**src/rtl/cgt_pkg.sv**
```systemverilog
// Shared types, codes and field widths for the color gradient table.
package cgt_pkg;

    localparam int POS_W  = 17;
    localparam int COL_W  = 18;
    localparam int ID_W   = 16;
    localparam int REQ_W  = 3;
    localparam int STAT_W = 3;
    localparam int RES_W  = 11;
    localparam int ENT_W  = 16;
    localparam int DIV_N  = COL_W + 32;

    localparam logic [RES_W-1:0] RES_RESET = 11'd256;

    localparam logic [REQ_W-1:0] REQ_ADD     = 3'd0;
    localparam logic [REQ_W-1:0] REQ_REM_ID  = 3'd1;
    localparam logic [REQ_W-1:0] REQ_REM_POS = 3'd2;
    localparam logic [REQ_W-1:0] REQ_BUILD   = 3'd3;
    localparam logic [REQ_W-1:0] REQ_LOOKUP  = 3'd4;
    localparam logic [REQ_W-1:0] REQ_CLEAR   = 3'd5;

    localparam logic [STAT_W-1:0] ST_OK        = 3'd0;
    localparam logic [STAT_W-1:0] ST_FULL      = 3'd1;
    localparam logic [STAT_W-1:0] ST_NOT_FOUND = 3'd2;
    localparam logic [STAT_W-1:0] ST_NO_KNOTS  = 3'd3;
    localparam logic [STAT_W-1:0] ST_NOT_BUILT = 3'd4;

    localparam logic [1:0] RES_PLAIN = 2'd0;
    localparam logic [1:0] RES_ADD   = 2'd1;
    localparam logic [1:0] RES_REM   = 2'd2;
    localparam logic [1:0] RES_LOOK  = 2'd3;

    typedef struct packed {
        logic              latch;
        logic              k_clr;
        logic              k_inc;
        logic              add_ins;
        logic              rem_do;
        logic              clr;
        logic              b_init;
        logic              b_thr;
        logic              b_adv;
        logic              b_fetch;
        logic              b_den;
        logic              b_div;
        logic              b_slope;
        logic              b_zero_slope;
        logic              b_wr;
        logic              b_acc;
        logic              l_mul;
        logic              emit;
        logic [1:0]        kind;
        logic [STAT_W-1:0] status;
    } t_cmd;

    typedef struct packed {
        logic [REQ_W-1:0] req;
        logic             full;
        logic             empty;
        logic             no_table;
        logic             k_end;
        logic             add_stop;
        logic             match;
        logic             b_step;
        logic             b_more;
        logic             b_last;
        logic             div_done;
    } t_stat;

endpackage

```
**src/rtl/cgt_ctrl.sv**
```systemverilog
// Request sequencer: decodes requests and steps the datapath through each one.
module cgt_ctrl (
    input  logic           i_clk,
    input  logic           i_rst_n,
    input  logic           i_start,
    output logic           o_busy,
    input  cgt_pkg::t_stat i_stat,
    output cgt_pkg::t_cmd  o_cmd
);
    import cgt_pkg::*;

    localparam logic [3:0] S_IDLE     = 4'd0;
    localparam logic [3:0] S_DECODE   = 4'd1;
    localparam logic [3:0] S_ADD_SCAN = 4'd2;
    localparam logic [3:0] S_REM_SCAN = 4'd3;
    localparam logic [3:0] S_B_THR    = 4'd4;
    localparam logic [3:0] S_B_ENTRY  = 4'd5;
    localparam logic [3:0] S_B_FETCH  = 4'd6;
    localparam logic [3:0] S_B_DEN    = 4'd7;
    localparam logic [3:0] S_B_DIV    = 4'd8;
    localparam logic [3:0] S_B_SLOPE  = 4'd9;
    localparam logic [3:0] S_B_ACC    = 4'd10;
    localparam logic [3:0] S_L_RD     = 4'd11;
    localparam logic [3:0] S_L_OUT    = 4'd12;

    logic [3:0] r_state;
    logic [3:0] n_state;
    t_cmd       c;

    always_comb begin
        n_state = r_state;
        c       = '0;
        case (r_state)
            S_IDLE: begin
                if (i_start) begin
                    c.latch = 1'b1;
                    n_state = S_DECODE;
                end
            end
            S_DECODE: begin
                case (i_stat.req)
                    REQ_ADD: begin
                        if (i_stat.full) begin
                            c.emit   = 1'b1;
                            c.status = ST_FULL;
                            n_state  = S_IDLE;
                        end else begin
                            c.k_clr = 1'b1;
                            n_state = S_ADD_SCAN;
                        end
                    end
                    REQ_REM_ID, REQ_REM_POS: begin
                        c.k_clr = 1'b1;
                        n_state = S_REM_SCAN;
                    end
                    REQ_BUILD: begin
                        if (i_stat.empty) begin
                            c.emit   = 1'b1;
                            c.status = ST_NO_KNOTS;
                            n_state  = S_IDLE;
                        end else begin
                            c.b_init = 1'b1;
                            n_state  = S_B_THR;
                        end
                    end
                    REQ_LOOKUP: begin
                        if (i_stat.no_table) begin
                            c.emit   = 1'b1;
                            c.status = ST_NOT_BUILT;
                            n_state  = S_IDLE;
                        end else begin
                            c.l_mul = 1'b1;
                            n_state = S_L_RD;
                        end
                    end
                    REQ_CLEAR: begin
                        c.clr   = 1'b1;
                        c.emit  = 1'b1;
                        n_state = S_IDLE;
                    end
                    default: begin
                        c.emit  = 1'b1;
                        n_state = S_IDLE;
                    end
                endcase
            end
            S_ADD_SCAN: begin
                if (i_stat.add_stop) begin
                    c.add_ins = 1'b1;
                    c.emit    = 1'b1;
                    c.kind    = RES_ADD;
                    n_state   = S_IDLE;
                end else begin
                    c.k_inc = 1'b1;
                end
            end
            S_REM_SCAN: begin
                if (i_stat.k_end) begin
                    c.emit   = 1'b1;
                    c.status = ST_NOT_FOUND;
                    n_state  = S_IDLE;
                end else if (i_stat.match) begin
                    c.rem_do = 1'b1;
                    c.emit   = 1'b1;
                    c.kind   = RES_REM;
                    n_state  = S_IDLE;
                end else begin
                    c.k_inc = 1'b1;
                end
            end
            S_B_THR: begin
                c.b_thr = 1'b1;
                n_state = S_B_ENTRY;
            end
            S_B_ENTRY: begin
                c.b_wr = 1'b1;
                if (i_stat.b_step && i_stat.b_more) begin
                    c.b_adv = 1'b1;
                    n_state = S_B_FETCH;
                end else begin
                    c.b_zero_slope = i_stat.b_step;
                    c.b_acc        = 1'b1;
                    if (i_stat.b_last) begin
                        c.emit  = 1'b1;
                        n_state = S_IDLE;
                    end
                end
            end
            S_B_FETCH: begin
                c.b_fetch = 1'b1;
                n_state   = S_B_DEN;
            end
            S_B_DEN: begin
                c.b_den = 1'b1;
                n_state = S_B_DIV;
            end
            S_B_DIV: begin
                c.b_div = 1'b1;
                if (i_stat.div_done) begin
                    n_state = S_B_SLOPE;
                end
            end
            S_B_SLOPE: begin
                c.b_slope = 1'b1;
                n_state   = S_B_ACC;
            end
            S_B_ACC: begin
                c.b_acc = 1'b1;
                if (i_stat.b_last) begin
                    c.emit  = 1'b1;
                    n_state = S_IDLE;
                end else begin
                    n_state = S_B_ENTRY;
                end
            end
            S_L_RD: begin
                n_state = S_L_OUT;
            end
            S_L_OUT: begin
                c.emit  = 1'b1;
                c.kind  = RES_LOOK;
                n_state = S_IDLE;
            end
            default: begin
                n_state = S_IDLE;
            end
        endcase
    end

    always_ff @(posedge i_clk) begin
        if (!i_rst_n) begin
            r_state <= S_IDLE;
        end else begin
            r_state <= n_state;
        end
    end

    assign o_busy = (r_state != S_IDLE);
    assign o_cmd  = c;

    a_emit_ends: assert property (@(posedge i_clk) disable iff (!i_rst_n)
        c.emit |=> r_state == S_IDLE)
        else $error("result emitted without returning to idle");
    a_emit_once: assert property (@(posedge i_clk) disable iff (!i_rst_n)
        c.emit |=> !c.emit)
        else $error("two results for one request");
    a_latch_decode: assert property (@(posedge i_clk) disable iff (!i_rst_n)
        c.latch |=> r_state == S_DECODE)
        else $error("accepted request not decoded");
    a_div_hold: assert property (@(posedge i_clk) disable iff (!i_rst_n)
        (r_state == S_B_DIV && !i_stat.div_done) |=> r_state == S_B_DIV)
        else $error("divider left early");
endmodule

```
**config.mk**
```make
export PLATFORM = sky130hd
export DESIGN_NAME = cgt_ctrl
export DESIGN_NICKNAME = d
export VERILOG_FILES = /design/src/rtl/cgt_pkg.sv /design/src/rtl/cgt_ctrl.sv
export SDC_FILE = /design/constraint.sdc
export NUM_CORES = 1
export LEC_CHECK = 0
export BUFFER_PORTS_ARGS = -buffer_cell sky130_fd_sc_hd__buf_4
export CAP_MARGIN = 10
export CORE_MARGIN = 2
export CORE_UTILIZATION = 45
export DETAILED_ROUTE_END_ITERATION = 10
export GPL_TIMING_DRIVEN = 0
export PLACE_DENSITY_LB_ADDON = 0.3
export SETUP_SLACK_MARGIN = 0.05
export SYNTH_ARGS = -nofsm -noshare
export SYNTH_HDL_FRONTEND = slang
export SYNTH_SLANG_ARGS = --single-unit
```
**constraint.sdc**
```tcl
create_clock -name i_clk -period 2.8 [get_ports i_clk]
set_clock_uncertainty 0.2 [all_clocks]
set_input_delay 0.14 -clock i_clk [delete_from_list [all_inputs] [get_ports i_clk]]
set_output_delay 0.14 -clock i_clk [all_outputs]
set_load 0.05 [all_outputs]
```
* Word-level counts from Yosys, hierarchy flattened
Index checks and enable logic that the tools add are counted.
** Storage, ports and cells
- Register bits :: 4
- Latch bits :: 0
- Memory bits (writable) :: 0
- Bits in read-only memories :: 0
- Input port bits :: 16
- Memories kept :: 0
** Cells by class
- $add $sub $neg :: 0
- $mul :: 0
- Div/mod/pow operators :: 0
- Magnitude comparators :: 0
- Equal/unequal tests :: 22
- Shift operators :: 0
- Multiplexer cells :: 63
- Bitwise gates (word level) :: 0
- Reductions and logical operators :: 6
** Operator list (count)
- one-hot mux 4 bit (12 select lines) :: 1
- 2-to-1 mux 1 bit :: 34
- 2-to-1 mux 4 bit :: 8
- == test 4 bit, second input constant :: 5
- == test 4 x 3 -> 1 bit, second input constant :: 4
- one-hot mux 4 bit (4 select lines) :: 1
- 2-to-1 mux 3 bit :: 5
- 2-to-1 mux 2 bit :: 6
- one-hot mux 3 bit (3 select lines) :: 1
- == test 4 x 2 -> 1 bit, second input constant :: 2
- == test 3 x 2 -> 1 bit, second input constant :: 2
- == test 3 bit, second input constant :: 2
- inequality test 2 bit, second input constant :: 3
- inequality test 3 bit, second input constant :: 2
- one-hot mux 1 bit (2 select lines) :: 3
- one-hot mux 1 bit (6 select lines) :: 1
- one-hot mux 2 bit (3 select lines) :: 1
- one-hot mux 3 bit (2 select lines) :: 1
- AND reduction 5 bit :: 1
- == test 4 x 1 -> 1 bit, second input constant :: 1
- logical NOT 4 bit :: 1
- one-hot mux 1 bit (4 select lines) :: 1
- nonzero test 4 bit :: 1
- == test 3 x 1 -> 1 bit, second input constant :: 1
- other kinds (3) :: 3

* Depth between registers and ports, before layout
Gate-level depths: netlist of run 1.
- Depth after elaboration :: 4
- Depth in mapped cells :: 6
- Gate-level depth less buffers :: 4

* Least setup slack after synthesis of run 1
Ideal clock, no wire load.
- Path type :: register to output
- From :: reg r_state[0]
- To :: out o_cmd[2] (netlist name)
- Data arrival time :: 2.495 ns
- Setup slack :: -0.035 ns
- Cell stages (with the launch flop) :: 5
- Cell sequence :: dfxtp_1 clkbuf_2 nor4b_2 nand2_1 nor4b_1
** RTL lines
- start: declaration :: RTL line cgt_ctrl.sv:26 : logic [3:0] r_state;
- start signal: assignment :: RTL line cgt_ctrl.sv:174 : r_state <= n_state;
- end: declaration :: RTL line cgt_ctrl.sv:8 : output cgt_pkg::t_cmd o_cmd

==> impl_metrics.env, run 1 <==
export IMPL_num_rows=13
export IMPL_nNetsFinal=150
export IMPL_p_per_area_nw_per_um2=365.2
export IMPL_largest_register_ffs=4
export IMPL_grt_pass1_wl_mm=3.243
export IMPL_crit_path_top_delay_cell="dfxtp_1"
export IMPL_multi_input_area_um2=546.8
export IMPL_ant_nets=0
export IMPL_worstHoldEndpoint="r_state[2]"
export IMPL_p_leak_nw=0.4691
export IMPL_dp_hpwl_mm=1.615
export IMPL_setup_viol=0
export IMPL_fillerInstances=117
export IMPL_start_util_pct=49.44
export IMPL_cpMostUsedCell="buf_4"
export IMPL_hold_path_startpoint="i_stat[8]"
export IMPL_antenna_cells=0
export IMPL_hp_class="input port to flop"
export IMPL_drive_above_1_share_pct=39.39
export IMPL_max_slew_worst_pin_slew_ns=0.4369
export IMPL_netlist_area_um2=659.4
export IMPL_cap_violations=0
export IMPL_crit_required_ns=2.46
export IMPL_cts_tree="built"
export IMPL_synth_top_area_share_pct=12.14
export IMPL_max_freq_mhz=458.6
export IMPL_io_pins=40
export IMPL_postLayoutCellArea_um2=1002
export IMPL_finalSetupTns_ns=0
export IMPL_cts_resized=0
export IMPL_cp_end_kind="output port"
export IMPL_first_pass_iters=4
export IMPL_fin_crit_sh_pct=77.87
export IMPL_hold_buffers=1
export IMPL_vias=850
export IMPL_globalplace_congestion=0.7934
export IMPL_grtUsageTotal_pct=23.06
export IMPL_area_growth_pct=51.99
export IMPL_place_area_um2=969.7
export IMPL_core_um2=1334
export IMPL_overflow=0
export IMPL_status="finished, final reports clean"
export IMPL_synthFlopType="dfxtp_1"
export IMPL_ys_seq_elements=4
export IMPL_yosysSeqAreaShare_pct=12.14
export IMPL_antenna_found_initial=0
export IMPL_cts_root_buf="clkbuf_4"
export IMPL_insertion_delay_ns=0.23
export IMPL_max_stage_delay_ns=0.45
export IMPL_ff2ff_setup_slack_ns=1.07
export IMPL_wirelength_mm=2.024
export IMPL_die_h_um=42.28
export IMPL_hold_viol_final=0
export IMPL_top_register="r_state"
export IMPL_synth_distinct_cells=37
export IMPL_cp_start_kind="flop"
export IMPL_clockBufferDepth=2
export IMPL_fin_crit_ns=2.180
export IMPL_cts_buffers=3
export IMPL_die_w_um=42.28
export IMPL_drt_vias_per_instance=5.782
export IMPL_grt_max_degree=11
export IMPL_slew_headroom_pct=70.80
export IMPL_regToRegEndpoint="r_state[2]"
export IMPL_synthTopCellsByArea="dfxtp_1, nand2b_1, nor2b_1"
export IMPL_first_iter_violations=26
export IMPL_synthCells=90
export IMPL_portBuffers=38
export IMPL_vdd_drop_max_mv=0.2542
export IMPL_crit_type="flop to output port"
export IMPL_die_area_um2=1788
export IMPL_reg2reg_depth=5
export IMPL_syn_area_per_cell_um2=7.326
export IMPL_grt_pass1_vias=743
export IMPL_arrival_ns=1.84
export IMPL_rsz0062_at_grt="false"
export IMPL_synth_edf_count=0
export IMPL_synth_largest_area_cell="dfxtp_1"
export IMPL_crit_fanout=10
export IMPL_r2r_start="r_state[0]"
export IMPL_cts_setup_buffers=0
export IMPL_ys_warn_count=0
export IMPL_maxSlewViolCount=0
export IMPL_clock_sink_count=4
export IMPL_seq_area_um2=80.08
export IMPL_htreeDepth=1
export IMPL_worstPathCellList="buf_4, nand3b_1, a21oi_2, a21oi_1, or4b_1, buf_4"
export IMPL_wl_per_cell_um=13.77
export IMPL_drc=0
export IMPL_top_regs="r_state x4"
export IMPL_async_flop_share_pct=0
export IMPL_min_delay_path_depth=3
export IMPL_clkTransAtPathRegs_ns=0.04
export IMPL_synth_fp_nets=106
## stage by stage
step / hold slack [ns] / setup WS (ns) / cells / utilization [%] / total power [mW]
floorplan: 0.05745 / 0.08392 / 90 / - / 0.2251
global placement: 0.1752 / 0.8850 / 143 / 72.70 / 0.2884
detailed placement: 0.1797 / 0.8651 / 143 / 72.70 / 0.2931
CTS: 0.07964 / 0.6123 / 147 / 75.14 / 0.3684
global route: 0.09430 / 0.5275 / 147 / 75.14 / 0.3909
finish: 0.09246 / 0.6196 / 147 / 75.14 / 0.3660
## cells in the mapped netlist, drive strengths merged, types with 2 or more instances
| cell type | count |
|---|---|
| nor2b | 7 |
| nand2 | 6 |
| and3b | 2 |
| o21ai | 4 |
| clkbuf | 2 |
| o21bai | 3 |
| nor3b | 2 |
| and3 | 4 |
| o21a | 3 |
| a21oi | 5 |
| a22o | 2 |
| nand2b | 7 |
| dfxtp | 4 |
| nor3 | 8 |
| buf | 5 |
| nor4b | 3 |
| nor2 | 7 |
## routing by layer
| layer | routed length, um | vias up | global-route usage (%) |
|---|---|---|---|
| met2 | 988 | 43 | 37.54 |
| met3 | 140 | 2 | 3.879 |
| met1 | 888 | 380 | 29.82 |
| li1 | - | 425 | - |
| met4 | 6 | 0 | 9.375 |
| met5 | 0 | - | 0 |
## cell usage in the layout, fill, tap and decap left out, types with 2 or more instances in the layout
cell type and instances:
a21oi_1 4, a22o_1 2, and3_1 4, and3b_1 2
buf_2 3, buf_4 40, clkbuf_4 3, dfxtp_1 4
nand2_1 6, nand2b_1 7, nor2_1 7, nor2b_1 7
nor3_1 8, nor3b_1 2, nor4b_2 3, o21a_1 3
o21ai_0 4, o21bai_1 3
## where the power goes
group | internal, mW | switching [mW] | leakage (nW)
sequential | 0.0626 | 0.00453 | 0.0327
clock | 0.0479 | 0.0227 | 0.0138
combinational | 0.0858 | 0.142 | 0.423
## logic make-up after synthesis
group	Yosys count	synth area share, %
buf+inv	7	5.880
simple gates	53	52.94
flops	4	12.14
compound gates	25	27.52
mux	1	1.518
## critical path: cells and delay by family, from the launching register on
| family | cells | cell delay [ns] |
|---|---|---|
| and+or+nand+nor | 2 | 0.56 |
| AOI/OAI and AO/OA | 2 | 0.18 |
| DFF | 1 | 0.45 |
| buffers and inverters | 2 | 0.42 |
## worst max path at each step
stage                     startpoint       end  slack, ns  depth (start not counted)
after CTS                 r_state[1]  o_cmd[5]       0.61                          6
after floorplan           r_state[3]  o_cmd[5]       0.08                          5
final                     r_state[1]  o_cmd[5]       0.62                          6
after global placement    r_state[1]  o_cmd[5]       0.88                          6
after global routing      r_state[1]  o_cmd[5]       0.53                          6
after detailed placement  r_state[1]  o_cmd[5]       0.87                          6
## layout make-up
cell class,instances,share of cell area (%)
Timing Repair Buffer,39,29.46
Tap cell,15,1.873
Buffer,7,3.870
Sequential cell,4,7.990
Multi-Input combinational cell,79,54.56
Clock buffer,3,2.247
(Power assumes the default switching activity.)
==> run 2: changes to the inputs <==
--- a/config.mk
+++ b/config.mk
@@ -8,7 +8,7 @@
 export BUFFER_PORTS_ARGS = -buffer_cell sky130_fd_sc_hd__buf_4
 export CAP_MARGIN = 10
 export CORE_MARGIN = 2
-export CORE_UTILIZATION = 45
+export CORE_UTILIZATION = 42
 export DETAILED_ROUTE_END_ITERATION = 10
 export GPL_TIMING_DRIVEN = 0
 export PLACE_DENSITY_LB_ADDON = 0.3
==> constraint.sdc (replaced) <==
create_clock -name i_clk -period 2.05 [get_ports i_clk]
set_clock_uncertainty 0.2 [all_clocks]
set_input_delay 0.1025 -clock i_clk [delete_from_list [all_inputs] [get_ports i_clk]]
set_output_delay 0.1025 -clock i_clk [all_outputs]
set_load 0.05 [all_outputs]
==> run 2 against run 1 <==
Sequential power rose by 56%. Combinational power rose by 82%. Sequential share of layout area fell by 0.64 points. Via count rose by 16%. Total power rose by 69%. Final cell count rose by 6.8%. Hold slack improved by 0.035 ns. Clock-buffer cell count did not move. Register-to-register slack got worse by 0.90 ns. Flip-flop and latch count did not move. Critical path depth did not move. Largest power group unchanged.
==> impl_metrics.env, run 2 (synthesis results as in run 1) <==
export IMPL_status="finished, final reports clean"
export IMPL_start_util_pct=44.29
export IMPL_clock_sink_count=4
export IMPL_max_freq_mhz=496.8
export IMPL_core_um2=1489
export IMPL_wl_per_cell_um=19.82
export IMPL_dp_hpwl_mm=1.710
export IMPL_clockBufferDepth=2
export IMPL_fin_crit_sh_pct=98.19
export IMPL_htreeDepth=1
export IMPL_hp_class="input port to flop"
export IMPL_crit_required_ns=1.75
export IMPL_wirelength_mm=3.111
export IMPL_p_sw_mw=0.2864
export IMPL_drt_met1_wl_mm=1.146
export IMPL_p_per_area_nw_per_um2=489.7
export IMPL_final_cell_mix="buf_4, nor2b_1, nand2_1"
export IMPL_power_mw=0.6170
export IMPL_nNetsFinal=159
export IMPL_hold_worst_slack_ns=0.1274
export IMPL_top_regs="r_state x4"
export IMPL_wl_met3_um=204
export IMPL_grt_pass1_wl_mm=4.443
export IMPL_p_int_mw=0.3305
export IMPL_die_area_um2=1903
export IMPL_die_w_um=43.62
export IMPL_portBuffers=38
export IMPL_drc=0
export IMPL_cts_tree="built"
export IMPL_num_rows=14
export IMPL_clkPwrFrac_pct=15.4
export IMPL_cts_root_buf="clkbuf_4"
export IMPL_clkTransAtPathRegs_ns=0.04
export IMPL_pre_cts_ws_ns=0.07022
export IMPL_largest_register_ffs=4
export IMPL_hold_viol_final=0
export IMPL_insertion_delay_ns=0.23
export IMPL_first_pass_iters=4
export IMPL_cp_buffers_inverters=2
export IMPL_cap_violations=0
export IMPL_wl_met2_mm=1.631
export IMPL_crit_path_top_delay_cell="or4b_4"
export IMPL_antenna_cells=0
export IMPL_vias=984
export IMPL_top_register="r_state"
export IMPL_top_layer="met4"
export IMPL_drt_vias_per_instance=6.268
export IMPL_final_common_cell="buf_4"
export IMPL_antenna_found_initial=0
export IMPL_crit_fanout=5
export IMPL_critical_path_top_delay_family="simple AND/OR/NAND/NOR gates"
export IMPL_grtUsageTotal_pct=31.52
export IMPL_switching_share_pct=46.43
export IMPL_setup_viol=0
export IMPL_first_iter_violations=49
export IMPL_fin_ws_ns=0.03713
export IMPL_crit_type="flop to output port"
export IMPL_cts_buffers=3
export IMPL_ant_nets=0
export IMPL_cp_end_kind="output port"
export IMPL_globalplace_congestion=0.8552
export IMPL_seq_power_share_pct=17.1
export IMPL_drive_above_1_share_pct=59.57
export IMPL_pwr_share_comb_pct=67.5
export IMPL_area_growth_pct=91.08
export IMPL_grt_max_degree=11
export IMPL_max_stage_delay_ns=0.48
export IMPL_rsz0062_at_grt="true"
export IMPL_vdd_drop_max_mv=0.3859
export IMPL_io_pins=40
export IMPL_die_h_um=43.62
export IMPL_grt_pass1_vias=916
export IMPL_cp_start_kind="flop"
export IMPL_worstPathCellList="buf_6, nor4bb_4, o2bb2ai_4, a21oi_2, or4b_4, buf_8"
export IMPL_overflow=0
export IMPL_max_slew_worst_pin_slew_ns=0.4477
export IMPL_slew_headroom_pct=69.77
export IMPL_p_leak_nw=0.5707
export IMPL_finalSetupTns_ns=0
export IMPL_fin_crit_ns=2.013
export IMPL_arrival_ns=1.71
export IMPL_maxSlewViolCount=0
==> run 2: final cells by class <==
cell class | instances | area (um^2)
Buffer | 6 | 45.04
Clock buffer | 3 | 22.52
Fill cell | 87 | 229.0
Multi-Input combinational cell | 79 | 681.9
Sequential cell | 4 | 92.59
Tap cell | 16 | 20.02
Timing Repair Buffer | 49 | 397.9
==> run 2: per-layer routing <==
layer,up-vias,GRT usage [%]
li1,443,-
met3,18,4.167
met4,0,12.12
met1,460,37.06
met5,-,0
met2,63,57.06
==> run 2: worst paths after layout <==
check | start | to | slack [ns] | depth (start not counted)
hold reg to reg | r_state[3] | r_state[3] | 0.62 | 3
setup reg to reg | r_state[3] | r_state[0] | 0.17 | 7
setup / recovery | r_state[1] | o_cmd[5] | 0.04 | 6
hold / removal | i_stat[12] | r_state[3] | 0.13 | 3
==> run 2: worst register-to-register path, stage by stage (launching register included) <==
cell      delay (ns)
dfxtp_4         0.35
buf_8           0.14
buf_4           0.15
buf_2           0.20
nor3_2          0.25
o311ai_0        0.21
nand4b_1        0.17
o211a_1         0.16
==> run 2: through the flow <==
stage | cells | util (%) | cell area (um^2)
floorplan | 90 | - | 744.5
global placement | 144 | 70.50 | 1050
detailed placement | 144 | 70.50 | 1050
CTS | 153 | 80.42 | 1197
global route | 157 | 84.62 | 1260
finish | 157 | 84.62 | 1260
==> run 2: repair_timing <==
item	in CTS	in global routing
setup buffers	5	5
pin swaps	1	2
endpoints found under the setup margin	6	6
hold endpoints to repair	4	0
gates resized for setup	17	8
hold buffers	1	0
==> run 2: power groups by stage <==
| stage | Combinational, mW | Clock [mW] | Sequential, mW |
|---|---|---|---|
| after floorplan | 0.235 | 0 | 0.0920 |
| after global placement | 0.322 | 0 | 0.0928 |
| after detailed placement | 0.329 | 0 | 0.0928 |
| after CTS | 0.387 | 0.102 | 0.0942 |
| after global routing | 0.436 | 0.109 | 0.107 |
| final | 0.416 | 0.0951 | 0.105 |
